`src/sv/rcan_pkg.sv`:
```
// Package: widths, codes, gamma and weight tables for the cone normalizer.
package rcan_pkg;

	localparam int MaxPixels = 16384;
	localparam int FracBits = 15;
	localparam int AddrW = $clog2(MaxPixels);
	localparam int CountW = AddrW + 1;
	localparam int ActW = FracBits + 1;
	localparam logic [ActW-1:0] OneFx = ActW'(1 << FracBits);

	typedef enum logic [1:0] {
		CONE_LONG  = 2'd0,
		CONE_MED   = 2'd1,
		CONE_SHORT = 2'd2,
		CONE_ALT   = 2'd3
	} cone_t;

	typedef enum logic {
		REG_CONE  = 1'b0,
		REG_COUNT = 1'b1
	} reg_idx_t;

	typedef enum logic {
		OP_LOAD = 1'b0,
		OP_READ = 1'b1
	} op_t;

	typedef enum logic [2:0] {
		ST_IDLE,
		ST_MAC,
		ST_STORE,
		ST_FETCH,
		ST_DIV,
		ST_OUT
	} state_t;

	// Divider control between sequencer and divider.
	typedef struct packed {
		logic start;
		logic [ActW-1:0] dividend;
		logic [ActW-1:0] divisor;
	} div_req_t;

	typedef struct packed {
		logic done;
		logic [ActW-1:0] quotient;
	} div_rsp_t;

	localparam logic [31:0] GammaMicro [256] = '{
		0, 5, 23, 57, 107, 175, 262, 367, 493, 638,
		805, 992, 1202, 1433, 1687, 1963, 2263, 2586, 2932, 3303,
		3697, 4116, 4560, 5028, 5522, 6041, 6585, 7155, 7751, 8373,
		9021, 9696, 10398, 11126, 11881, 12664, 13473, 14311, 15175, 16068,
		16988, 17936, 18913, 19918, 20951, 22013, 23104, 24223, 25371, 26549,
		27755, 28991, 30257, 31551, 32876, 34230, 35614, 37029, 38473, 39947,
		41452, 42987, 44553, 46149, 47776, 49433, 51122, 52842, 54592, 56374,
		58187, 60032, 61907, 63815, 65754, 67725, 69727, 71761, 73828, 75926,
		78057, 80219, 82414, 84642, 86901, 89194, 91518, 93876, 96266, 98689,
		101145, 103634, 106156, 108711, 111299, 113921, 116576, 119264, 121986, 124741,
		127530, 130352, 133209, 136099, 139022, 141980, 144972, 147998, 151058, 154152,
		157281, 160444, 163641, 166872, 170138, 173439, 176774, 180144, 183549, 186989,
		190463, 193972, 197516, 201096, 204710, 208360, 212044, 215764, 219520, 223310,
		227137, 230998, 234895, 238828, 242796, 246800, 250840, 254916, 259027, 263175,
		267358, 271577, 275833, 280124, 284452, 288816, 293216, 297653, 302125, 306635,
		311180, 315763, 320382, 325037, 329729, 334458, 339223, 344026, 348865, 353741,
		358654, 363604, 368591, 373615, 378676, 383775, 388910, 394083, 399293, 404541,
		409826, 415148, 420508, 425905, 431340, 436813, 442323, 447871, 453456, 459080,
		464741, 470440, 476177, 481952, 487765, 493616, 499505, 505432, 511398, 517401,
		523443, 529523, 535642, 541798, 547994, 554227, 560499, 566810, 573159, 579547,
		585973, 592438, 598942, 605484, 612066, 618686, 625345, 632043, 638779, 645555,
		652370, 659224, 666117, 673049, 680020, 687031, 694081, 701170, 708298, 715465,
		722672, 729919, 737205, 744530, 751895, 759300, 766744, 774227, 781751, 789314,
		796917, 804559, 812241, 819964, 827726, 835528, 843370, 851252, 859174, 867136,
		875138, 883180, 891262, 899385, 907547, 915750, 923993, 932277, 940601, 948965,
		957370, 965815, 974300, 982826, 991393, 1000000
	};

	localparam logic [31:0] WeightNano [9] = '{
		287745593, 547419113, 164829943,
		113986511, 623551157, 262465287,
		15628637, 55945904, 928446918
	};

	// Gamma ROM entry in UQ1.FracBits, rounded half up.
	function automatic logic [ActW-1:0] gamma_fx(input logic [7:0] code);
		logic [63:0] v;
		v = ((64'(GammaMicro[code]) << FracBits) + 64'd500000) / 64'd1000000;
		return v[ActW-1:0];
	endfunction

	function automatic logic [ActW-1:0] weight_fx(input logic [3:0] idx);
		logic [63:0] v;
		v = ((64'(WeightNano[idx]) << FracBits) + 64'd500000000) / 64'd1000000000;
		return v[ActW-1:0];
	endfunction

	// Whole tables, evaluated at elaboration.
	function automatic logic [255:0][ActW-1:0] gamma_table();
		logic [255:0][ActW-1:0] t;
		for (int i = 0; i < 256; i++) t[i] = gamma_fx(8'(i));
		return t;
	endfunction

	function automatic logic [8:0][ActW-1:0] weight_table();
		logic [8:0][ActW-1:0] t;
		for (int i = 0; i < 9; i++) t[i] = weight_fx(4'(i));
		return t;
	endfunction

	localparam logic [255:0][ActW-1:0] GammaFx = gamma_table();
	localparam logic [8:0][ActW-1:0] WeightFx = weight_table();

endpackage

```
`src/sv/rcan_div.sv`:
```
// Restoring divider: one quotient bit per cycle, shared by every read.
module rcan_div (
	input  logic                    clk,
	input  logic                    arst_n,
	input  rcan_pkg::div_req_t      req,
	output rcan_pkg::div_rsp_t      rsp
);
	localparam int W = rcan_pkg::ActW;
	localparam int NumW = W + rcan_pkg::FracBits;
	localparam int CntW = $clog2(NumW + 1);

	logic [NumW-1:0] num_q;
	logic [W-1:0]    rem_q;
	logic [W-1:0]    den_q;
	logic [CntW-1:0] cnt_q;
	logic            busy_q;
	logic [W:0]      trial;
	logic [W+1:0]    diff;

	// Shift in the next numerator bit and try a subtract.
	always_comb begin
		trial = {rem_q, num_q[NumW-1]};
		diff  = {1'b0, trial} - {2'b00, den_q};
	end

	always_ff @(posedge clk or negedge arst_n) begin
		if (!arst_n) begin
			busy_q <= 1'b0;
			cnt_q  <= '0;
			rsp    <= '0;
		end else begin
			rsp.done <= 1'b0;
			if (req.start) begin
				busy_q <= 1'b1;
				cnt_q  <= CntW'(NumW);
			end else if (busy_q) begin
				cnt_q <= cnt_q - CntW'(1);
				if (cnt_q == CntW'(1)) begin
					busy_q       <= 1'b0;
					rsp.done     <= 1'b1;
					// Zero peak yields zero; quotient never exceeds ONE.
					rsp.quotient <= (den_q == '0) ? '0 :
						{num_q[W-2:0], ~diff[W+1]};
				end
			end
		end
	end

	// Datapath registers; the remainder stays below the divisor.
	always_ff @(posedge clk) begin
		if (req.start) begin
			num_q <= {req.dividend, {rcan_pkg::FracBits{1'b0}}};
			den_q <= req.divisor;
			rem_q <= '0;
		end else if (busy_q) begin
			rem_q <= diff[W+1] ? trial[W-1:0] : diff[W-1:0];
			num_q <= {num_q[NumW-2:0], ~diff[W+1]};
		end
	end
endmodule

```
`config.mk`:
```
export PLATFORM = sky130hd
export DESIGN_NAME = rcan_div
export DESIGN_NICKNAME = d
export VERILOG_FILES = /design/src/sv/rcan_pkg.sv /design/src/sv/rcan_div.sv
export SDC_FILE = /design/constraint.sdc
export NUM_CORES = 1
export LEC_CHECK = 0
export BUFFER_PORTS_ARGS = -buffer_cell sky130_fd_sc_hd__buf_2
export CAP_MARGIN = 20
export CORE_MARGIN = 3
export CORE_UTILIZATION = 43
export CTS_CLUSTER_SIZE = 16
export DETAILED_ROUTE_END_ITERATION = 16
export GPL_TIMING_DRIVEN = 0
export PLACE_DENSITY = 0.61
export REMOVE_ABC_BUFFERS = 1
export SETUP_SLACK_MARGIN = 0.02
export SLEW_MARGIN = 10
export SYNTH_ARGS = -nofsm -noshare
export SYNTH_HDL_FRONTEND = slang
export SYNTH_SLANG_ARGS = --single-unit
```
`constraint.sdc`:
```
create_clock -name clk -period 4.5 [get_ports clk]
set_clock_uncertainty 0.1 [all_clocks]
set_input_delay 0.675 -clock clk [delete_from_list [all_inputs] [get_ports clk]]
set_output_delay 0.675 -clock clk [all_outputs]
set_load 0.02 [all_outputs]
```
# == Word-level counts from Yosys, hierarchy flattened ==
# Index checks and enable logic that the tools add are counted.
# classes
n_reduce_logical,3
addsub,2
n_mux,12
bitwise_logic,2
n_eq_ne,1
# op_table
op,count
$mux 31,2
$mux 17,3
$mux 16,2
$sub 17x16->18,1
$logic_not 16->1,1
$mux 5,2
$eq 5x1->1 const B,1
$sub 5x1->5 const B,1
$mux 1,3
$reduce_and 3->1,1
$not 1->1,2
$reduce_bool 2->1,1
# word_totals
input_bits,35
output_inout_bits,17
reg_bits,86

# == Logic depth before layout (Yosys ltp) ==
# logic_depth
word_depth,6
mapped_depth,11
mapped_depth_nobuf,10

# == Least setup slack after synthesis ==
# OpenSTA, ideal clock, no wires.
# synth_timing
kind,register to register
from,register den_q[10]
to,register rem_q[11]
required_time_ns,4.275
slack_ns,2.053
path_stages_with_launch,12
arrival_ns,2.222
synth_period_minus_slack_ns,2.447
path_cell_list,edfxtp_1 inv_1 ha_1 clkbuf_1 nand2_1 or4_4 a211oi_4 a211oi_2 buf_6 buf_2 a32oi_1 o31ai_1
# synth_between
elab_chain_len,2
# synth_rtl
element,line,source
start: declaration,rcan_div.sv:14,logic [W-1:0] den_q;
start signal: assignment,rcan_div.sv:53,den_q <= req.divisor;
$sub 17x16->18,rcan_div.sv:23,"diff = {1'b0, trial} - {2'b00, den_q};"
$mux 16,rcan_div.sv:56,rem_q <= diff[W+1] ? trial[W-1:0] : diff[W-1:0];
end signal: assignment,rcan_div.sv:56,
end: declaration,rcan_div.sv:13,logic [W-1:0] rem_q;
# No other way between the ends.
# A chain may end at the register's enable or synchronous reset.

# == Final worst setup path ==
# layout_timing
from,register den_q[12]
to,register rem_q[7]
# The elaborated chain is that of the path after synthesis.

==> out/qor.yml <==
outcome:
  status: "completed"
critical_path:
  cp_top_family: "compound AO/OA/AOI/OAI gates"
  path_cells: "inv_1 > ha_1 > nand2_2 > or4_4 > a211oi_4 > a211o_1 > o311ai_0 > a311oi_1"
  crit_cells: 8
  cp_data_required_time_ps: 4670
  start_kind: "flop"
  worstPathMaxFanout: 12
  cp.arrival_ps: 3180
  slowest_stage: "or4_4"
  critPathKind: "reg -> reg"
  max_stage_delay_ps: 560
  crit_buf_inv: 1
  cp-end-kind: "flop"
  reg2reg_depth: 8
cts:
  cts_hold_buffers: 0
  clock_latency_ps: 360
  cts.clk_slew.worst_paths_ps: 90
  cts_buffer_depth: 2
  cts_buffers: 9
  post_cts_buffers: 0
  root_buffer: "clkbuf_8"
  clock_sinks: 86
  cts_resized: 0
  htree_levels: 3
  cts_tree: "yes"
global_route:
  gr-total-overflow: 0
  grt_pass1_vias: 3076
  grt_max_degree: 46
  grtUsageTotal_pct: 16.5
  grt_pass1_wl_um: 14800
  antenna_found_initial: 0
floorplanning:
  core_sq_um: 9370
  initial_core_util_pct: 44.8
  die-area_sq_um: 11000
  chipHeight_um: 105
  num_rows: 35
  ios: 52
  die_width_um: 105
sta:
  max_freq_mhz: 332
  rsz0062_at_grt: "false"
  setup-tns-final_ps: 0
  tightest_slew_ps: 900
  min_period_ps: 3020
  setup_viol: 0
  final.period_utilization_pct: 67.0
  report.final.slew_viol_count: 0
  final_hold_viol_count: 0
  max_slew_margin_pct: 39.8
yosys:
  synth.avg_cell_area_sq_um: 10.8
  ys_seq_area_share_pct: 51.4
  synth_edf_count: 32
  yosysWarningCount: 0
  synth-seq-cells: 86
  synth_area_sq_um: 4200
  syn_inst: 390
  ys_async_sr_fraction_pct: 26.7
  ys.flop_type: "edfxtp_1"
  synth.lib_cells_used.distinct: 62
pwr:
  clkPwrFrac_pct: 25.5
  pwr-share-seq_pct: 41.8
  peakVddDrop_mv: 0.190
  leakage_nw: 2.21
  finalPower_w: 0.00231
  p_comb_share_pct: 32.7
  power.switching_w: 0.000798
  power.density_nw_per_um2: 482
  p_int_w: 0.00152
  sw_frac_of_total_pct: 34.5
routing:
  routed_via_density: 5.38
  wl_per_cell_um: 15.3
  ant_nets: 0
  drc: 0
  via_count: 3044
  detail_route.first_pass.iterations: 4
  totalWireLength_um: 8660
  first_iter_violations: 116
placement:
  portBuffers: 51
  dp_hpwl_um: 5910
  dp_cells: 550
  gp_congestion: 0.804
flow_run:
  maxCapViolations: 0
cells_and_area:
  synthToLayoutAreaGrowth_pct: 14.3
  nNetsFinal: 486
  fin_cells: 566
  nFillCells: 876
  n_antenna_cell: 0
  final_layout_size_suffix_gt1_share_pct: 18.8
worst_hold_path:
  min_path_type: "in -> async"
-- cells by family (layout without fill, tap and decap cells) --
family	count (synthesis)	after routing	synth area share, %
DFF	86	86	51.4
muxes	17	17	4.05
AOI/OAI and AO/OA	105	105	19.1
and+or+nand+nor	103	103	12.2
buffers and inverters	46	93	4.56
xor gates and xnor gates	14	14	2.92
adders and majority gates	19	19	5.84
-- worst reg2reg max path, cell delays in order (launching register included) --
cell and delay, ps:
edfxtp_1 360, inv_1 50, ha_1 430, nand2_2 100
or4_4 570, a211oi_4 280, a211o_1 490, o311ai_0 260
a311oi_1 290
-- cell usage after synthesis (3+ instances only) --
cell       n  area share (%)
nand2_1   29             2.6
xor2_1     4            0.83
buf_2      3            0.36
nand2b_1   9             1.3
a22o_1    31             6.5
xnor2_1   10             2.1
a21o_1     9             1.6
a21oi_1   16             1.9
dfrtp_1   23              14
nand3_1    4            0.48
mux2i_1   17             4.1
edfxtp_1  32              23
a311oi_1   7             1.5
o21ai_0   13             1.5
ha_1      18             5.4
clkbuf_1  14             1.3
nor2_1    32             2.9
inv_1     24             2.1
nor4_1     4            0.60
dfxtp_1   31              15
nor3_1     3            0.36
-- per-layer routing --
metal	vias to the layer above	wire length (um)	GRT usage (%)	share of wire (%)
met5	-	0	0	0
met4	0	102	5.15	1.2
met3	10	422	4.20	4.9
met2	67	3870	25.5	45
met1	1448	4260	22.6	49
li1	1519	-	-	-
-- power groups by stage --
stage	Combinational (W)	Sequential [W]	Clock [W]
after floorplan	0.000576	0.000966	0
after global routing	0.000848	0.000982	0.000632
after global placement	0.000723	0.000982	0
after CTS	0.000755	0.000967	0.000606
after detailed placement	0.000749	0.000983	0
final	0.000756	0.000967	0.000590
-- stage by stage --
stage / area, sq um / hold WS, ps / setup slack (ps) / util [%]
after floorplan: 4100 / 279 / 1930 / -
after global placement: 4520 / 355 / 851 / 48.2
after detailed placement: 4570 / 377 / 1470 / 48.8
after CTS: 4800 / 197 / 1460 / 51.2
after global routing: 4800 / 219 / 1280 / 51.2
final: 4800 / 191 / 1480 / 51.2
-- layout by cell type (no fill, tap or decap), types with 3 or more instances in the layout --
cell type / netlist / routed
buf_2: 3 / 51
nor2_1: 32 / 32
edfxtp_1: 32 / 32
a22o_1: 31 / 31
dfxtp_1: 31 / 31
nand2_1: 29 / 29
inv_1: 24 / 24
dfrtp_1: 23 / 22
ha_1: 18 / 18
mux2i_1: 17 / 17
a21oi_1: 16 / 16
o21ai_0: 13 / 13
xnor2_1: 10 / 10
clkbuf_8: 0 / 10
a21o_1: 9 / 9
nand2b_1: 9 / 9
a311oi_1: 7 / 7
nand3_1: 4 / 4
xor2_1: 4 / 4
nor4_1: 4 / 4
nor3_1: 3 / 3
inv_6: 0 / 3
-- worst paths after layout --
path                            end      start  slack, ps
hold / removal               rsp[5]     arst_n        190
setup reg to reg           rem_q[7]  den_q[12]       1480
min in group clk           den_q[1]     req[1]        390
setup / recovery           rem_q[7]  den_q[12]       1480
max in group asynchronous    busy_q     arst_n       3710
hold reg to reg            rem_q[8]   rem_q[8]        400
-- registers in the layout, summed over array words and instances, names as in the netlist --
| register | flops |
|---|---|
| busy_q | 1 |
| den_q | 16 |
| cnt_q | 5 |
| num_q | 31 |
| rem_q | 16 |
| rsp | 17 |
-- layout make-up --
cell class	count	area, sq um	share of cell area (%)
inverter	24	90.1	1.88
timing repair buffer	53	303	6.31
clock inverter	4	37.5	0.782
clock buffer	12	188	3.91
tap	129	161	3.36
sequential	86	2160	45.0
multi-input combinational	258	1860	38.8
Power figures use the tool's default switching activity.
